<file path="config.mk">
export PLATFORM = sky130hd
export DESIGN_NAME = tbad_queue
export DESIGN_NICKNAME = d
export VERILOG_FILES = /design/src/hw/rtl/tbad_pkg.sv /design/src/hw/rtl/tbad_queue.sv
export SDC_FILE = /design/constraint.sdc
export NUM_CORES = 1
export LEC_CHECK = 0
export ABC_AREA = 1
export BUFFER_PORTS_ARGS = -buffer_cell sky130_fd_sc_hd__buf_2
export CORE_AREA = 4 4 155 157
export CTS_CLUSTER_DIAMETER = 60
export CTS_CLUSTER_SIZE = 8
export DETAILED_ROUTE_END_ITERATION = 16
export DIE_AREA = 0 0 159 161
export GPL_TIMING_DRIVEN = 0
export PLACE_DENSITY = 0.78
export SKIP_LAST_GASP = 1
export SLEW_MARGIN = 20
export SYNTH_ARGS = -nofsm -noshare
export SYNTH_HDL_FRONTEND = slang
export SYNTH_SLANG_ARGS = --single-unit
</file>
<file path="constraint.sdc">
create_clock -name clk -period 6.5 [get_ports clk]
set_input_delay 1.3 -clock clk [delete_from_list [all_inputs] [get_ports clk]]
set_output_delay 1.3 -clock clk [all_outputs]
set_load 0.02 [all_outputs]
</file>
<file path="src/hw/rtl/tbad_pkg.sv">
// ============================================================================
// tbad_pkg: shared types and constants of the time bucket downsampler
// Holds lane layout, the job passed from front to back and the result beat.
// ============================================================================
package tbad_pkg;

    localparam int NUM_LANES = 4;
    localparam int SUM_W     = 32;
    localparam int CNT_W     = 16;
    localparam int LANE_W    = SUM_W + CNT_W;
    localparam int IDX_W     = 6;

    localparam logic [15:0]      SAMPLE_MISSING = 16'h8000;
    localparam logic [CNT_W-1:0] CNT_MAX        = 16'hFFFF;

    localparam logic [1:0] REG_RANGE  = 2'd0;
    localparam logic [1:0] REG_POINTS = 2'd1;
    localparam logic [1:0] REG_NOW    = 2'd2;

    typedef logic [NUM_LANES-1:0][15:0] temp_vec_t;

    typedef struct packed {
        logic             cmd;
        logic [IDX_W-1:0] idx;
        logic [31:0]      wstart;
        logic [31:0]      bwidth;
        temp_vec_t        temps;
    } job_t;

    typedef struct packed {
        logic [31:0]          btime;
        temp_vec_t            avg;
        logic [NUM_LANES-1:0] mask;
        logic                 last;
    } res_t;

endpackage

</file>
<file path="src/hw/rtl/tbad_queue.sv">
// ============================================================================
// tbad_queue: two-entry job queue between front and back
// Lets the front classify the next record while the back is still busy.
// ============================================================================
module tbad_queue (
    input  logic           clk,
    input  logic           rst_n,
    input  logic           push,
    input  tbad_pkg::job_t job_in,
    output logic           full,
    input  logic           pop,
    output tbad_pkg::job_t job_out,
    output logic           empty
);

    import tbad_pkg::*;

    job_t       mem_reg [2];
    logic       wr_reg, wr_next;
    logic       rd_reg, rd_next;
    logic [1:0] cnt_reg, cnt_next;

    assign full    = (cnt_reg == 2'd2);
    assign empty   = (cnt_reg == 2'd0);
    assign job_out = mem_reg[rd_reg];

    always_comb
    begin
        wr_next  = push ? ~wr_reg : wr_reg;
        rd_next  = pop ? ~rd_reg : rd_reg;
        cnt_next = cnt_reg + {1'b0, push} - {1'b0, pop};
    end

    always_ff @(posedge clk or negedge rst_n)
    begin
        if (!rst_n)
        begin
            wr_reg  <= 1'b0;
            rd_reg  <= 1'b0;
            cnt_reg <= '0;
        end
        else
        begin
            wr_reg  <= wr_next;
            rd_reg  <= rd_next;
            cnt_reg <= cnt_next;
        end
    end

    always_ff @(posedge clk)
    begin
        if (push)
        begin
            mem_reg[wr_reg] <= job_in;
        end
    end

endmodule

</file>
* Yosys cells after proc, flatten, opt, wreduce, memory -nomap -nowiden
Memory sizes are Yosys's and may differ from the RTL's.
Cells that the tools add are included.
** Storage, ports and cells
- Word-level logic and storage cells :: 12
- Memories :: 1
- Bits in registers :: 4
- Output and inout port bits :: 137
- Bits in writable memories :: 270
- Input port bits :: 139
** Memory list
- mem_reg :: words 2, bits a word 135, rd ports 1, clocked after memory_dff 0, wr ports 1, line tbad_queue.sv:18 : job_t mem_reg [2];
** Cells by class
- Multiplexer cells :: 2
- $add $sub $neg :: 2
- Bitwise logic cells :: 2
- Reductions and logical operators :: 1
- Equality and inequality tests :: 1
** Operator list (count)
- adder 2 x 1 -> 2 bit :: 1
- == test 2 bit, second input constant :: 1
- zero test 2 bit :: 1
- two-way mux 1 bit :: 2
- NOT 1 bit :: 2
- subtractor 2 x 1 -> 2 bit :: 1

* Logic depth before layout (Yosys ltp)
- Depth in word-level cells :: 2
- Gate-level depth with buffers :: 7
- Mapped depth without buffers :: 7

* Worst setup path before layout
Ideal clock, no wire load.
- Path type :: in2reg
- From :: input port push
- To :: memory mem_reg[0][0] (netlist name) (enable)
- Buffers on the path :: 0
- Setup slack :: -1.121 ns
- Arrival time :: 6.986 ns
- Stages :: 2
- Setup time :: 0.635 ns
- Data required time :: 5.865 ns
- Path through :: inv_1 > nor2_1
** Between the ends
- Cells in the longest elaborated chain, start to end :: 2
** Ends and longest elaborated chain
- from (decl) :: line tbad_queue.sv:8 : input logic push,
- two-way mux 1 bit :: line tbad_queue.sv:52 : if (push)
- two-way mux 1 bit (not written as such) :: line tbad_queue.sv:54 : mem_reg[wr_reg] <= job_in;
- to (decl) :: line tbad_queue.sv:18
Every way passes these cells.

==> results.yml <==
status:
  status: "complete, no violations"
clock_tree:
  htree_levels: 2
  clk-insertion-delay-late_ns: 0.51
  cts_sinks: 274
  cts_resized: 0
  cts_tree: "yes"
  post-cts-setup-buffers: 0
  root_buffer: "clkbuf_16"
  postCtsHoldBufs: 0
  clk_path_buf_depth: 3
  cts-buffers-inserted: 40
  clk_pin_slew_ns: 0.05
power:
  cellPowerDensity_nw_per_um2: 487.0
  p_comb_frac: 0.354
  max-vdd-ir-drop_v: 0.0002904
  power_mw: 6.562
  p_int_mw: 4.212
  power.switching_mw: 2.349
  seqPwrFrac: 0.369
  switching_share: 0.3581
  power_frac_clock: 0.276
  leakage_nw: 5.789
routing:
  vias: 6577
  firstDrtPassIters: 5
  drt_wl_total_um: 23110
  drt_drc_violations_left: 0
  drt-initial-drc-count: 367
  wl_met2_um: 11720
  wire_per_inst_um: 17.03
  antenna_left: 0
  wl_met1_um: 8828
  viasPerCell: 4.847
  maxUsedRoutingLayer: "met5"
  met3_length_um: 1953
die:
  initial_utilization: 0.4639
  fp.dieArea_sq_um: 25600
  core_region_area_sq_um: 22500
  num_rows: 55
  ios: 276
  die_h_um: 161
  die_x_um: 159
cells_and_area:
  largest_reg_flops: 270
  nets: 1195
  fin_area_sq_um: 13470
  area_growth_pct: 29.05
  fill_cells: 1725
  layout_commonest_cell: "buf_2"
  layout-drive-gt1-share: 0.3720
  final_cell_mix: "275 x buf_2, 270 x edfxtp_1, 141 x inv_1, 141 x nand2_1, 72 x o21ai_0"
  final_cells: 1357
setup_path:
  reg2reg_from: "wr_reg"
  end_kind: "output pin"
  max_stage_delay_ns: 0.39
  worstPathCellList: "buf_6, clkbuf_1, o21ai_0, buf_2"
  crit_family: "buffers and inverters"
  start_kind: "flip-flop"
  path_class: "flip-flop to output pin"
  path_max_fanout: 10
  worst_ep_required_time_ns: 5.20
  worstPathArrival_ns: 1.91
  critical-path-slowest-cell: "o21ai_0"
  path_buf_inv: 3
  startpoint: "rd_reg"
sta:
  fin_skew_ns: 0.01243
  rsz0062_at_grt: "false"
  drv_slew: 0
  hold_viol: 0
  min_period_over_period: 0.4932
  max_freq_ghz: 0.3119
  slew_headroom: 0.6585
  setup_tns_ns: 0
  setup_viol: 0
  period_needed_ns: 3.206
  layout_setup_ws_ns: 3.294
  tightest_slew_ns: 0.5123
yosys:
  syn-num-nets: 871
  synth_cells: 730
  synth_cell_type_count: 14
  synth-seq-area-share: 0.7862
  ys_ff_latch: 274
  syn_area_sq_um: 10440
  syn_avg_cell_area_sq_um: 14.30
  synth_top_area_share: 0.7766
  ys_top_cells_by_area: "edfxtp_1 78%, inv_1 5.1%, nand2_1 5.1%, o21ai_2 3.9%, o21ai_0 3.5%"
  yosys.area.top_type: "edfxtp_1"
  synth_warnings: 0
flow_run:
  maxCapViolCount: 0
placed_design:
  place.gp.congestion: 0.7498
  port_buffers: 275
  dpl_cell_area_sq_um: 12370
  dp_slack_ns: 3.618
  post-dp-hpwl_um: 15810
  dp.cells: 1297
global_route:
  grt_start_max_net_pins: 71
  grt_pass1_vias: 6632
  grt_use_total: 0.1741
  grt-ovfl-total: 0
  antenna_found_initial: 6
  grt_pass1_wl_um: 35270
min_path:
  min_path_type: "flip-flop to flip-flop"
  hp-start: "wr_reg"
-- synth_stat cells --
cell type	n
edfxtp_1	270
inv_1	142
nand2_1	141
o21ai_0	72
o21ai_2	47
buf_6	17
o21ai_1	16
clkbuf_1	8
buf_4	5
dfrtp_1	4
nor2_1	3
ha_1	2
xor2_1	2
nand3_1	1
-- path summary, 6_finish.rpt --
kind,endpoint,slack (ns),depth (start not counted)
min,wr_reg,0.56,1
max,job_out[16],3.29,4
min in group asynchronous,cnt_reg[0],0.59,1
max reg2reg,mem_reg[0][2],4.69,4
min reg2reg,wr_reg,0.56,1
max in group asynchronous,wr_reg,5.78,1
-- through the flow --
stage            util  hold WS (ns)
5_1_grt        0.5987        0.5791
4_1_cts        0.5985        0.5571
3_5_place_dp   0.5495        0.5482
6_report       0.5987        0.5582
3_3_place_gp   0.5411        0.4942
2_1_floorplan       -        0.4810
-- area by class of cell --
class                           instances  area, sq um  area share
Sequential cell                       274         8208      0.6092
Multi-Input combinational cell        284         1448      0.1074
Clock inverter                          4        27.53    0.002043
Tap cell                              285        356.6     0.02647
Clock buffer                           54         1075     0.07977
Timing Repair Buffer                  282         1554      0.1153
Antenna cell                            2        5.005   0.0003715
Inverter                              142        540.5     0.04012
Buffer                                 30        259.0     0.01922
-- kinds of logic after synthesis --
kind of cell	Yosys count	synth area share
buf+inv	172	0.07586
xor+xnor	2	0.001678
compound gates	135	0.08162
flops	274	0.7862
fa+ha+maj	2	0.002397
simple gates	145	0.05225
-- layer usage --
layer,up-vias,track usage
met5,-,0
met4,8,0.06785
met3,60,0.05180
met2,281,0.2987
met1,3090,0.2086
li1,3138,-
-- power by group through the flow --
stage,Sequential (mW),Combinational [mW],Clock (mW)
after detailed placement,2.46,2.36,0
after global routing,2.45,2.52,1.94
after CTS,2.42,2.38,1.86
after floorplan,2.48,1.46,0
after global placement,2.52,2.25,0
final,2.42,2.33,1.81
Power figures use the tool's default switching activity.
