### src/hw/rtl/tbad_pkg.sv
// ============================================================================
// tbad_pkg: shared types and constants of the time bucket downsampler
// Holds lane layout, the job passed from front to back and the result beat.
// ============================================================================
package tbad_pkg;

    localparam int NUM_LANES = 4;
    localparam int SUM_W     = 32;
    localparam int CNT_W     = 16;
    localparam int LANE_W    = SUM_W + CNT_W;
    localparam int IDX_W     = 6;

    localparam logic [15:0]      SAMPLE_MISSING = 16'h8000;
    localparam logic [CNT_W-1:0] CNT_MAX        = 16'hFFFF;

    localparam logic [1:0] REG_RANGE  = 2'd0;
    localparam logic [1:0] REG_POINTS = 2'd1;
    localparam logic [1:0] REG_NOW    = 2'd2;

    typedef logic [NUM_LANES-1:0][15:0] temp_vec_t;

    typedef struct packed {
        logic             cmd;
        logic [IDX_W-1:0] idx;
        logic [31:0]      wstart;
        logic [31:0]      bwidth;
        temp_vec_t        temps;
    } job_t;

    typedef struct packed {
        logic [31:0]          btime;
        temp_vec_t            avg;
        logic [NUM_LANES-1:0] mask;
        logic                 last;
    } res_t;

endpackage

### src/hw/rtl/tbad_div.sv
// ============================================================================
// tbad_div: 32 by 32 bit unsigned restoring divider
// Produces one quotient bit per cycle; done pulses when the quotient is ready.
// ============================================================================
module tbad_div (
    input  logic        clk,
    input  logic        rst_n,
    input  logic        start,
    input  logic [31:0] dividend,
    input  logic [31:0] divisor,
    output logic        busy,
    output logic        done,
    output logic [31:0] quotient
);

    logic        busy_reg, busy_next;
    logic        done_reg, done_next;
    logic [4:0]  step_reg, step_next;
    logic [31:0] rem_reg, rem_next;
    logic [31:0] quo_reg, quo_next;
    logic [31:0] dvs_reg, dvs_next;
    logic [32:0] shifted;
    logic [32:0] diff;
    logic        fits;

    assign shifted = {rem_reg, quo_reg[31]};
    assign diff    = shifted - {1'b0, dvs_reg};
    assign fits    = shifted >= {1'b0, dvs_reg};

    always_comb
    begin
        busy_next = busy_reg;
        done_next = 1'b0;
        step_next = step_reg;
        rem_next  = rem_reg;
        quo_next  = quo_reg;
        dvs_next  = dvs_reg;
        if (start)
        begin
            busy_next = 1'b1;
            step_next = 5'd31;
            rem_next  = '0;
            quo_next  = dividend;
            dvs_next  = divisor;
        end
        else if (busy_reg)
        begin
            rem_next  = fits ? diff[31:0] : shifted[31:0];
            quo_next  = {quo_reg[30:0], fits};
            step_next = step_reg - 5'd1;
            if (step_reg == 5'd0)
            begin
                busy_next = 1'b0;
                done_next = 1'b1;
            end
        end
    end

    always_ff @(posedge clk or negedge rst_n)
    begin
        if (!rst_n)
        begin
            busy_reg <= 1'b0;
            done_reg <= 1'b0;
            step_reg <= '0;
        end
        else
        begin
            busy_reg <= busy_next;
            done_reg <= done_next;
            step_reg <= step_next;
        end
    end

    always_ff @(posedge clk)
    begin
        rem_reg <= rem_next;
        quo_reg <= quo_next;
        dvs_reg <= dvs_next;
    end

    assign busy     = busy_reg;
    assign done     = done_reg;
    assign quotient = quo_reg;

endmodule

### src/hw/rtl/tbad_front.sv
// ============================================================================
// tbad_front: record intake and classification
// Derives window start and bucket width, drops records outside the window
// and computes the clamped bucket index before handing a job to the queue.
// ============================================================================
module tbad_front #(
    parameter int MAX_BUCKETS = 64
) (
    input  logic                clk,
    input  logic                rst_n,
    input  logic                in_valid,
    output logic                in_stall,
    input  logic                cmd,
    input  logic [31:0]         timestamp,
    input  tbad_pkg::temp_vec_t temps,
    input  logic [31:0]         range_seconds,
    input  logic [5:0]          max_points,
    input  logic [31:0]         now_time,
    output logic                push,
    output tbad_pkg::job_t      job,
    input  logic                q_full
);

    import tbad_pkg::*;

    typedef enum logic [3:0] {
        F_IDLE  = 4'b0001,
        F_WIDTH = 4'b0010,
        F_INDEX = 4'b0100,
        F_PUSH  = 4'b1000
    } f_state_t;

    localparam logic [IDX_W-1:0] LIM_MAX = IDX_W'(MAX_BUCKETS - 1);

    f_state_t         state_reg, state_next;
    logic             cmd_reg, cmd_next;
    logic [31:0]      ts_reg, ts_next;
    temp_vec_t        temps_reg, temps_next;
    logic [31:0]      ws_reg, ws_next;
    logic [31:0]      bw_reg, bw_next;
    logic [IDX_W-1:0] idx_reg, idx_next;

    logic [5:0]       eff_points;
    logic [IDX_W-1:0] lim;
    logic [31:0]      ws_now;
    logic [31:0]      q_bw;
    logic             in_window;
    logic             div_start, div_busy, div_done;
    logic [31:0]      div_dividend, div_divisor, div_q;

    assign eff_points = (max_points == 6'd0) ? 6'd1 : max_points;
    assign lim        = (eff_points > LIM_MAX) ? LIM_MAX : eff_points;
    assign ws_now     = (range_seconds >= now_time) ? 32'd0 : now_time - range_seconds;
    assign q_bw       = (div_q == 32'd0) ? 32'd1 : div_q;
    assign in_window  = (ts_reg >= ws_reg) && (ts_reg <= now_time);

    always_comb
    begin
        if (state_reg == F_IDLE)
        begin
            div_dividend = range_seconds;
            div_divisor  = {26'd0, eff_points};
        end
        else
        begin
            div_dividend = ts_reg - ws_reg;
            div_divisor  = q_bw;
        end
    end

    assign div_start = ((state_reg == F_IDLE) && in_valid) ||
                       ((state_reg == F_WIDTH) && div_done && !cmd_reg && in_window);

    tbad_div u_div (
        .clk      (clk),
        .rst_n    (rst_n),
        .start    (div_start),
        .dividend (div_dividend),
        .divisor  (div_divisor),
        .busy     (div_busy),
        .done     (div_done),
        .quotient (div_q)
    );

    always_comb
    begin
        state_next = state_reg;
        cmd_next   = cmd_reg;
        ts_next    = ts_reg;
        temps_next = temps_reg;
        ws_next    = ws_reg;
        bw_next    = bw_reg;
        idx_next   = idx_reg;
        unique case (state_reg)
            F_IDLE:
            begin
                if (in_valid)
                begin
                    cmd_next   = cmd;
                    ts_next    = timestamp;
                    temps_next = temps;
                    ws_next    = ws_now;
                    state_next = F_WIDTH;
                end
            end
            F_WIDTH:
            begin
                if (div_done)
                begin
                    bw_next = q_bw;
                    if (cmd_reg)
                    begin
                        state_next = F_PUSH;
                    end
                    else if (in_window)
                    begin
                        state_next = F_INDEX;
                    end
                    else
                    begin
                        state_next = F_IDLE;
                    end
                end
            end
            F_INDEX:
            begin
                if (div_done)
                begin
                    idx_next   = (div_q > {26'd0, lim}) ? lim : div_q[IDX_W-1:0];
                    state_next = F_PUSH;
                end
            end
            F_PUSH:
            begin
                if (!q_full)
                begin
                    state_next = F_IDLE;
                end
            end
            default:
            begin
                state_next = F_IDLE;
            end
        endcase
    end

    always_ff @(posedge clk or negedge rst_n)
    begin
        if (!rst_n)
        begin
            state_reg <= F_IDLE;
        end
        else
        begin
            state_reg <= state_next;
        end
    end

    always_ff @(posedge clk)
    begin
        cmd_reg   <= cmd_next;
        ts_reg    <= ts_next;
        temps_reg <= temps_next;
        ws_reg    <= ws_next;
        bw_reg    <= bw_next;
        idx_reg   <= idx_next;
    end

    // The width division can only run while the divider is free.
    assign in_stall = (state_reg != F_IDLE) || div_busy;
    assign push     = (state_reg == F_PUSH) && !q_full;

    always_comb
    begin
        job.cmd    = cmd_reg;
        job.idx    = idx_reg;
        job.wstart = ws_reg;
        job.bwidth = bw_reg;
        job.temps  = temps_reg;
    end

endmodule

### config.mk
export PLATFORM = sky130hd
export DESIGN_NAME = tbad_front
export DESIGN_NICKNAME = d
export VERILOG_FILES = /design/src/hw/rtl/tbad_pkg.sv /design/src/hw/rtl/tbad_div.sv /design/src/hw/rtl/tbad_front.sv
export SDC_FILE = /design/constraint.sdc
export NUM_CORES = 1
export LEC_CHECK = 0
export BUFFER_PORTS_ARGS = -buffer_cell sky130_fd_sc_hd__buf_2
export CAP_MARGIN = 15
export CORE_AREA = 2 2 223 225
export CTS_CLUSTER_DIAMETER = 120
export DETAILED_ROUTE_END_ITERATION = 12
export DIE_AREA = 0 0 225 227
export MAX_ROUTING_LAYER = met4
export PLACE_DENSITY = 0.55
export SLEW_MARGIN = 0
export SYNTH_ARGS = -nofsm -noshare
export SYNTH_HDL_FRONTEND = slang
export SYNTH_SLANG_ARGS = --single-unit
### constraint.sdc
create_clock -name clk -period 4.3 [get_ports clk]
set_clock_uncertainty 0.2 [all_clocks]
set_input_delay 0.215 -clock clk [delete_from_list [all_inputs] [get_ports clk]]
set_output_delay 0.215 -clock clk [all_outputs]
set_load 0.1 [all_outputs]
# Word-level counts from Yosys, hierarchy flattened
# Index checks and enable logic that the tools add are counted.
# op_classes
addsub	4
n_reduce_logical	18
n_mux	24
n_eq_ne	9
order_cmp	6
# ops
operator	n
$mux 32	5
$sub 32x32->32	3
$ge 32x32->1	2
$ge 33x32->1	1
$gt 32x6->1	1
$le 32x32->1	1
$logic_not 32->1	1
$mux 6	4
$mux 4	5
$pmux 4 s4	1
$mux 5	2
$gt 6x6->1 const B	1
$logic_and 1x1->1	6
$logic_not 6->1	1
$mux 1	6
$reduce_and 2->1	3
$logic_not 5->1	1
$sub 5x1->5 const B	1
$eq 4x1->1 const B	1
$eq 4x2->1 const B	1
$eq 4x3->1 const B	1
$eq 4x4->1 const B	1
$ne 2x1->1 const B	2
$ne 2x2->1 const B	2
other kinds (6)	8
# word_totals
ff_bits	274
out_inout_bits	137

# Depth between registers and ports, before layout
# Gate-level depths: netlist (run 1).
# logic_depth
word_depth	6
depth_mapped	14

# By module
# Synthesis (run 1) repeated with hierarchy kept, for this count alone.
# hier_totals
hier_cells	1723
hier_area_um2	17220.3
# modules_own_cells
module	cells_each	seq_area_each_um2	area_each_um2	n_inst
tbad_front	1104	5116.2	11070.6	1
tbad_div	619	2737.6	6149.6	1

# Least setup slack after synthesis (run 1)
# Ideal clock, no wire load.
# synth_timing
kind	flip-flop to flip-flop
from	reg ws_reg[17]
to	reg u_div.quo_reg[0] (netlist: u_div.quotient[0]), enable pin
synth_period_minus_slack_ps	4246
t_required_ps	3706
slack_ps	54
arrival_ps	3652
path_stages_with_launch	13
setup_ps	394
cell_sequence	edfxtp_1 -> inv_1 -> ha_1 -> clkbuf_1 -> a21oi_1 -> o21a_1 -> o22ai_1 -> o21ai_0 -> a31oi_1 -> o211ai_2 -> o21ai_2 -> buf_2 -> nand2b_1
# synth_via
elab_chain_cells	5
# synth_lines
item	line_no	text
start, declared	tbad_front.sv:39	logic [31:0] ws_reg, ws_next;
start signal, assigned	tbad_front.sv:164	ws_reg <= ws_next;
$ge 32x32->1	tbad_front.sv:55	assign in_window = (ts_reg >= ws_reg) && (ts_reg <= now_time);
$logic_and 1x1->1	tbad_front.sv:55	
$logic_and 1x1->1	tbad_front.sv:72	((state_reg == F_WIDTH) && div_done && !cmd_reg && in_window);
$logic_or 1x1->1	tbad_front.sv:71	assign div_start = ((state_reg == F_IDLE) && in_valid) ||
$reduce_bool 2->1 (no source line)	-	
end signal, assigned	tbad_div.sv:78	quo_reg <= quo_next;
end, declared	tbad_div.sv:20	logic [31:0] quo_reg, quo_next;
# No other way between the ends.
# A chain may end at the register's enable or synchronous reset.

# Final worst setup path (run 1)
# layout_timing
from	reg ts_reg[31]
to	reg u_div.quo_reg[8] (netlist: u_div.quotient[8]) (data pin)
# layout_via
elab_chain_cells	5
elab_cells_between_ends	6
classes_between	order compare (2); mux (1); reduce/logical (3)
# layout_lines
item	line_no	text
start, declared	tbad_front.sv:37	logic [31:0] ts_reg, ts_next;
start signal, assigned	tbad_front.sv:162	ts_reg <= ts_next;
$ge 32x32->1 / $le 32x32->1 (equally long branches)	tbad_front.sv:55	
$logic_and 1x1->1 *	tbad_front.sv:55	
$logic_and 1x1->1 *	tbad_front.sv:72	
$logic_or 1x1->1 *	tbad_front.sv:71	
$mux 32 *	tbad_div.sv:38	if (start)
named net u_div.quo_next[8]	tbad_div.sv:20	
# The timed path passes the listed nets; every way through them passes the cells marked *.

==> impl_metrics.yaml, run 1 <==
floorplan:
  fp.dieH_um: 227
  die_x_um: 225
  start_util: 0.349
  core_mm2: 0.0485
  io_pins: 308
  placement_rows: 81
  dieArea_mm2: 0.0511
synth:
  yosysTopAreaCell: "edfxtp_1"
  synth.distinct_cells: 66
  synth_top_area_share: 0.410
  synthTopCellsByCount: "231 x edfxtp_1, 163 x inv_1, 157 x nor2_1"
  ys_seq_area_frac: 0.464
  synth_nets: 2050
  ys_async_sr_fraction: 0.0401
  ys.flop_type: "edfxtp_1"
  synthTopCellsByArea: "edfxtp_1 41%, ha_1 10%, dfxtp_1 3.8%"
  synthCells: 1740
  netlist_area_mm2: 0.0169
  synth_warnings: 0
  synth-edff-count: 231
  yosysMostFrequentCell: "edfxtp_1"
  ys_ff_latch: 274
  syn_avg_cell_area_um2: 9.73
cts:
  cts_root_buf: "clkbuf_16"
  clock_sinks: 274
  cts_resized: 0
  cts_buffer_depth: 3
  cts_tree: "yes"
  post-cts-setup-buffers: 0
  clk_latency_ns: 0.57
  ctsHtreeMaxLevel: 1
  cts.clk_slew.worst_paths_ns: 0.06
  numCtsBuffers: 31
worst_hold_path:
  hold_path_class: "in2reg"
  whs_path_depth: 5
  hold_path_startpoint: "range_seconds[11]"
  hold-path-endpoint: "u_div.quotient[11]"
grt:
  overflow: 0
  grt_use_total: 0.204
  grt_max_degree: 103
  grt_pass1_wl_um: 79300
  first_global_vias: 14605
  grt_antenna_before_repair: 2
setup_path:
  worstPathArrival_ns: 3.77
  critPathRequiredTime_ns: 4.39
  crit_buf_inv: 1
  worstRegToRegCells: 10
  crit_path_start_kind: "flop"
  cp_max_fo: 102
  worst_path_largest_cell_delay_ns: 0.57
  r2r-end: "u_div.quotient[8]"
  critPathKind: "reg2reg"
  ff2ff_setup_slack_ns: 0.62
  crit_slowest_cell: "or4_1"
  cp_top_family: "compound AO/OA/AOI/OAI gates"
  cp-end-kind: "flop"
  crit_chain: "ha_1, nand4_1, or4_1, o31ai_1, o22ai_1, a21oi_2, o211ai_2, o21ai_4, buf_12, a31oi_1"
  regToRegStartpoint: "ts_reg[31]"
route:
  vias: 14237
  detail-route-antenna-nets: 0
  vias_per_cell: 5.14
  wl_per_cell_um: 18.5
  remaining_drc_errors: 0
  first_pass_iters: 6
  drt_iter0_markers: 927
  wl_um: 51300
power_and_ir_drop:
  irDropWorstVdd_mv: 0.565
  power_leakage_uw: 0.00921
  power_density_mw_per_mm2: 702
status:
  status: "finished clean"
sta:
  finalMaxSlewViolations: 0
  finalHoldViolations: 0
  whs_ns: 0.0395
  finalCritPeriodShare: 0.857
  finalSetupTns_ns: 0
  worstMarginPinSlew_ns: 1.05
  max_freq_mhz: 272
  fin_crit_ns: 3.68
  relSlewSlack: 0.302
  rsz0062_at_grt: "false"
  final-setup-viol-count: 0
  setup_slack_ns: 0.617
placed_design:
  dp_slack_ns: 0.662
  hpwl_um: 39100
  placed_cell_area_mm2: 0.0189
  io_buffers: 307
  dp_cells: 2576
  gp_congestion: 0.952
cells_and_area:
  largest_reg_flops: 64
  layout-drive-gt1-share: 0.193
  stdcell_count: 2771
  area_growth_pct: 26.2
  fin_area_mm2: 0.0214
  nNetsFinal: 2434
run:
  maxCapViolCount: 0
==> worst max-delay path by stage <==
| stage | start | endpoint | slack (ns) | depth (start not counted) |
|---|---|---|---|---|
| after floorplan | ws_reg[17] | u_div.quotient[0] | 0.05 | 12 |
| after global placement | range_seconds[2] | ws_reg[2] | 0.62 | 13 |
| after detailed placement | range_seconds[2] | ws_reg[2] | 0.66 | 13 |
| after CTS | ts_reg[31] | u_div.quotient[8] | 0.66 | 10 |
| after global routing | ts_reg[27] | u_div.quotient[8] | 0.47 | 10 |
| final | ts_reg[31] | u_div.quotient[8] | 0.62 | 10 |
==> metal layers <==
layer	share of wire	track usage	vias to the layer above
met2	0.50	0.360	430
li1	-	-	7005
met5	0	-	-
met3	0.046	0.0284	106
met1	0.42	0.240	6696
met4	0.032	0.0681	0
==> logic make-up after synthesis <==
group | count (synthesis) | synth area share
adder cells (fa/ha/maj) | 139 | 0.104
buffers and inverters | 269 | 0.0647
flip-flops | 274 | 0.464
AO/OA/AOI/OAI | 439 | 0.167
AND/OR/NAND/NOR | 518 | 0.146
multiplexers | 21 | 0.0129
XOR/XNOR | 80 | 0.0414
==> cells in the final DEF, fill, tap and decap left out, types with 7 or more instances in the layout <==
cell type and count:
nand3_1 26, a21oi_2 17, o21bai_1 10, o21ai_0 85, nor3_1 32, dfxtp_1 32, nor2_1 156, buf_4 9
xor2_1 32, and3_1 14, o21a_1 12, ha_1 136, nor2b_1 44, a31oi_1 29, a21o_1 49, a21oi_1 116
clkbuf_16 31, nand2b_1 23, nand2_1 137, dlygate4sd3_1 137, o31ai_1 7, o211ai_1 22, mux2i_1 14, nand4_1 35
edfxtp_1 231, inv_1 162, a211oi_1 29, buf_2 307, and2_1 9, xnor2_1 48, mux2_2 7, nor4_1 12
o22ai_1 8, dfrtp_1 9
==> power by group <==
group          switching [uW]  total (uW)  internal (uW)
clock network            1100        2720           1620
logic                    5140        7800           2660
registers                 559        4470           3920
==> timing repair <==
item                                    CTS  global route
endpoints found under the setup margin    0             0
hold endpoints to repair                153             0
hold buffers                            137             0
==> tightest hold or removal path, stage by stage <==
cell and delay [ns]:
buf_2 0.10, inv_1 0.08, nand2_1 0.06, o21ai_0 0.10, a21oi_2 0.13
==> area by class of cell <==
type / count / area (um^2)
fillers: 4600 / 27200
multi-input cells: 1197 / 8010
flip-flops and latches: 274 / 7860
repair buffers: 457 / 3060
clock buffers: 39 / 836
well taps: 622 / 778
inverters: 163 / 614
clock inverters: 17 / 210
diodes: 2 / 5.00
==> stage by stage <==
step,util,power (uW)
floorplan,-,10500
global placement,0.390,12100
detailed placement,0.390,12200
CTS,0.440,15100
global route,0.440,16100
finish,0.440,15000
(Power assumes the default switching activity.)
==> inputs of run 2 (changes only) <==
--- a/config.mk
+++ b/config.mk
@@ -13,6 +13,7 @@
 export DIE_AREA = 0 0 225 227
 export MAX_ROUTING_LAYER = met4
 export PLACE_DENSITY = 0.55
+export REMOVE_ABC_BUFFERS = 1
 export SLEW_MARGIN = 0
 export SYNTH_ARGS = -nofsm -noshare
 export SYNTH_HDL_FRONTEND = slang
==> run 2 against run 1 <==
Count of clock-buffer cells in the layout grew 5. Sequential power is essentially flat. Critical path type unchanged. Fmax shrank 1.5%. Wire length grew 4.7%. Clock power grew 14%. Critical path depth grew 1. Global-route usage grew 1.1 points. Combinational power is essentially flat. Sequential share of layout area shrank 0.23 points. Final area grew 0.64%. Final cell count grew 0.29%. Flip-flop and latch count is the same.
==> impl_metrics.yaml, run 2 (same netlist as run 1, synthesis figures left out) <==
cts:
  numCtsBuffers: 35
  cts_tree: "yes"
  ctsHtreeMaxLevel: 2
  clk_latency_ns: 0.55
  cts_buffer_depth: 3
  cts.clk_slew.worst_paths_ns: 0.06
  cts_root_buf: "clkbuf_16"
  clock_sinks: 274
setup_path:
  r2r-end: "u_div.dvs_reg[4]"
  crit_buf_inv: 2
  regToRegStartpoint: "ws_reg[0]"
  crit_path_start_kind: "flop"
  cp_max_fo: 83
  cp-end-kind: "flop"
  worst_path_largest_cell_delay_ns: 0.40
  worstRegToRegCells: 11
  critPathKind: "reg2reg"
  critPathRequiredTime_ns: 4.35
  worstPathArrival_ns: 3.79
  crit_slowest_cell: "fa_1"
  cp_top_family: "compound AO/OA/AOI/OAI gates"
  ff2ff_setup_slack_ns: 0.56
  cp_common_cell: "o21ai_0"
  crit_chain: "ha_1, fa_1, nor2b_1, o21ai_0, a21boi_0, o21ai_0, nand3_1, o211ai_2, o21ai_4, buf_12, buf_4"
grt:
  grt_max_degree: 84
  grt_antenna_before_repair: 4
  grt_pass1_wl_um: 81600
  first_global_vias: 14368
  overflow: 0
  grt_use_total: 0.215
floorplan:
  core_mm2: 0.0485
  io_pins: 308
  fp.dieH_um: 227
  placement_rows: 81
  dieArea_mm2: 0.0511
  die_x_um: 225
  start_util: 0.349
cells_and_area:
  layout_commonest_cell: "buf_2"
  multi_input_area_mm2: 0.00801
  stdcell_count: 2779
  fillers: 4593
  register_area_mm2: 0.00786
  layout-drive-gt1-share: 0.196
  final_cell_mix: "307 x buf_2, 231 x edfxtp_1, 162 x inv_1"
  nNetsFinal: 2437
  largest_reg_flops: 64
  area_growth_pct: 27.0
  post-route-util: 0.443
sta:
  worstMarginPinSlew_ns: 1.04
  rsz0062_at_grt: "false"
  setup_slack_ns: 0.559
  final-setup-viol-count: 0
  finalHoldViolations: 0
  max_freq_mhz: 267
  finalCritPeriodShare: 0.870
  fin_crit_ns: 3.74
  finalMaxSlewViolations: 0
  whs_ns: 0.0331
  relSlewSlack: 0.308
power_and_ir_drop:
  irDropWorstVdd_mv: 0.506
  p_int_uw: 8530
  p_sw_uw: 6880
  switching_share: 0.446
  total_power_uw: 15400
  pwr-share-comb: 0.508
  power_density_mw_per_mm2: 717
  power_leakage_uw: 0.00928
  p_clk_frac: 0.202
  p_seq_frac: 0.290
placed_design:
  dp_cells: 2581
  gp_congestion: 0.908
  io_buffers: 307
  dp_slack_ns: 0.607
  hpwl_um: 41600
route:
  wl_per_cell_um: 19.3
  drt_iter0_markers: 951
  wl_um: 53700
  vias_per_cell: 5.10
  detail-route-antenna-nets: 0
  remaining_drc_errors: 0
  vias: 14179
  first_pass_iters: 5
worst_hold_path:
  hold-path-endpoint: "u_div.quotient[6]"
  hold_path_class: "in2reg"
  hold_path_startpoint: "range_seconds[6]"
  whs_path_depth: 5
run:
  maxCapViolCount: 0
status:
  status: "finished clean"
[run 2: cell types whose count changed in the layout (fill, tap and decap cells not counted)]
cell and delta:
clkbuf_8 -3, clkbuf_16 +6, diode_2 +2, clkinv_4 -1
clkbuf_1 +2, clkinv_1 +2, buf_4 +6, dlygate4sd3_1 -6
inv_6 -1, buf_12 -1, bufinv_16 +2
[run 2: area by class of cell]
type,count,share of cell area
Multi-Input combinational cell,1197,0.373
Sequential cell,274,0.365
Timing Repair Buffer,456,0.140
Clock buffer,44,0.0443
Tap cell,622,0.0362
Inverter,163,0.0286
Clock inverter,19,0.0121
Antenna cell,4,0.000466
[run 2: what timing repair did]
action                    CTS  global route
resized for setup           0             0
hold buffers              131             0
hold endpoints to repair  147             0
setup buffers               0             0
[run 2: routing by layer]
layer | global-route usage | up-vias | wire length, um
li1 | - | 7020 | -
met1 | 0.256 | 6614 | 22900
met2 | 0.371 | 442 | 26700
met3 | 0.0320 | 103 | 2570
met4 | 0.0758 | 0 | 1590
met5 | - | - | 0
[run 2: worst max-delay path by stage]
stage / from / endpoint / depth (start not counted) / slack [ns]
floorplan: ws_reg[0] / u_div.quotient[0] / 10 / -2.69
global placement: range_seconds[2] / ws_reg[2] / 13 / 0.59
detailed placement: range_seconds[2] / ws_reg[27] / 13 / 0.61
CTS: ws_reg[0] / u_div.quotient[30] / 11 / 0.58
global route: ws_reg[0] / u_div.quotient[30] / 11 / 0.29
finish: ws_reg[0] / u_div.dvs_reg[4] / 11 / 0.56
[run 2: power by group through the flow]
stage / registers [uW] / clock network [uW] / logic (uW)
after floorplan: 5640 / 0 / 4680
after global placement: 4510 / 0 / 7650
after detailed placement: 4520 / 0 / 7700
after CTS: 4470 / 3190 / 7830
after global routing: 4550 / 3270 / 8600
final: 4470 / 3110 / 7830
[run 2: worst register-to-register path, cell delays in order, from the launching register on]
cell and delay, ns:
edfxtp_1 0.39, ha_1 0.24, fa_1 0.40, nor2b_1 0.15
o21ai_0 0.18, a21boi_0 0.28, o21ai_0 0.23, nand3_1 0.26
o211ai_2 0.21, o21ai_4 0.22, buf_12 0.33, buf_4 0.34
[run 2: per-stage QoR]
stage / instance area [um^2] / TNS, ns
6_report: 21500 / 0
4_1_cts: 21500 / 0
3_5_place_dp: 19000 / 0
3_3_place_gp: 19000 / 0
5_1_grt: 21500 / 0
2_1_floorplan: 16500 / -374.71
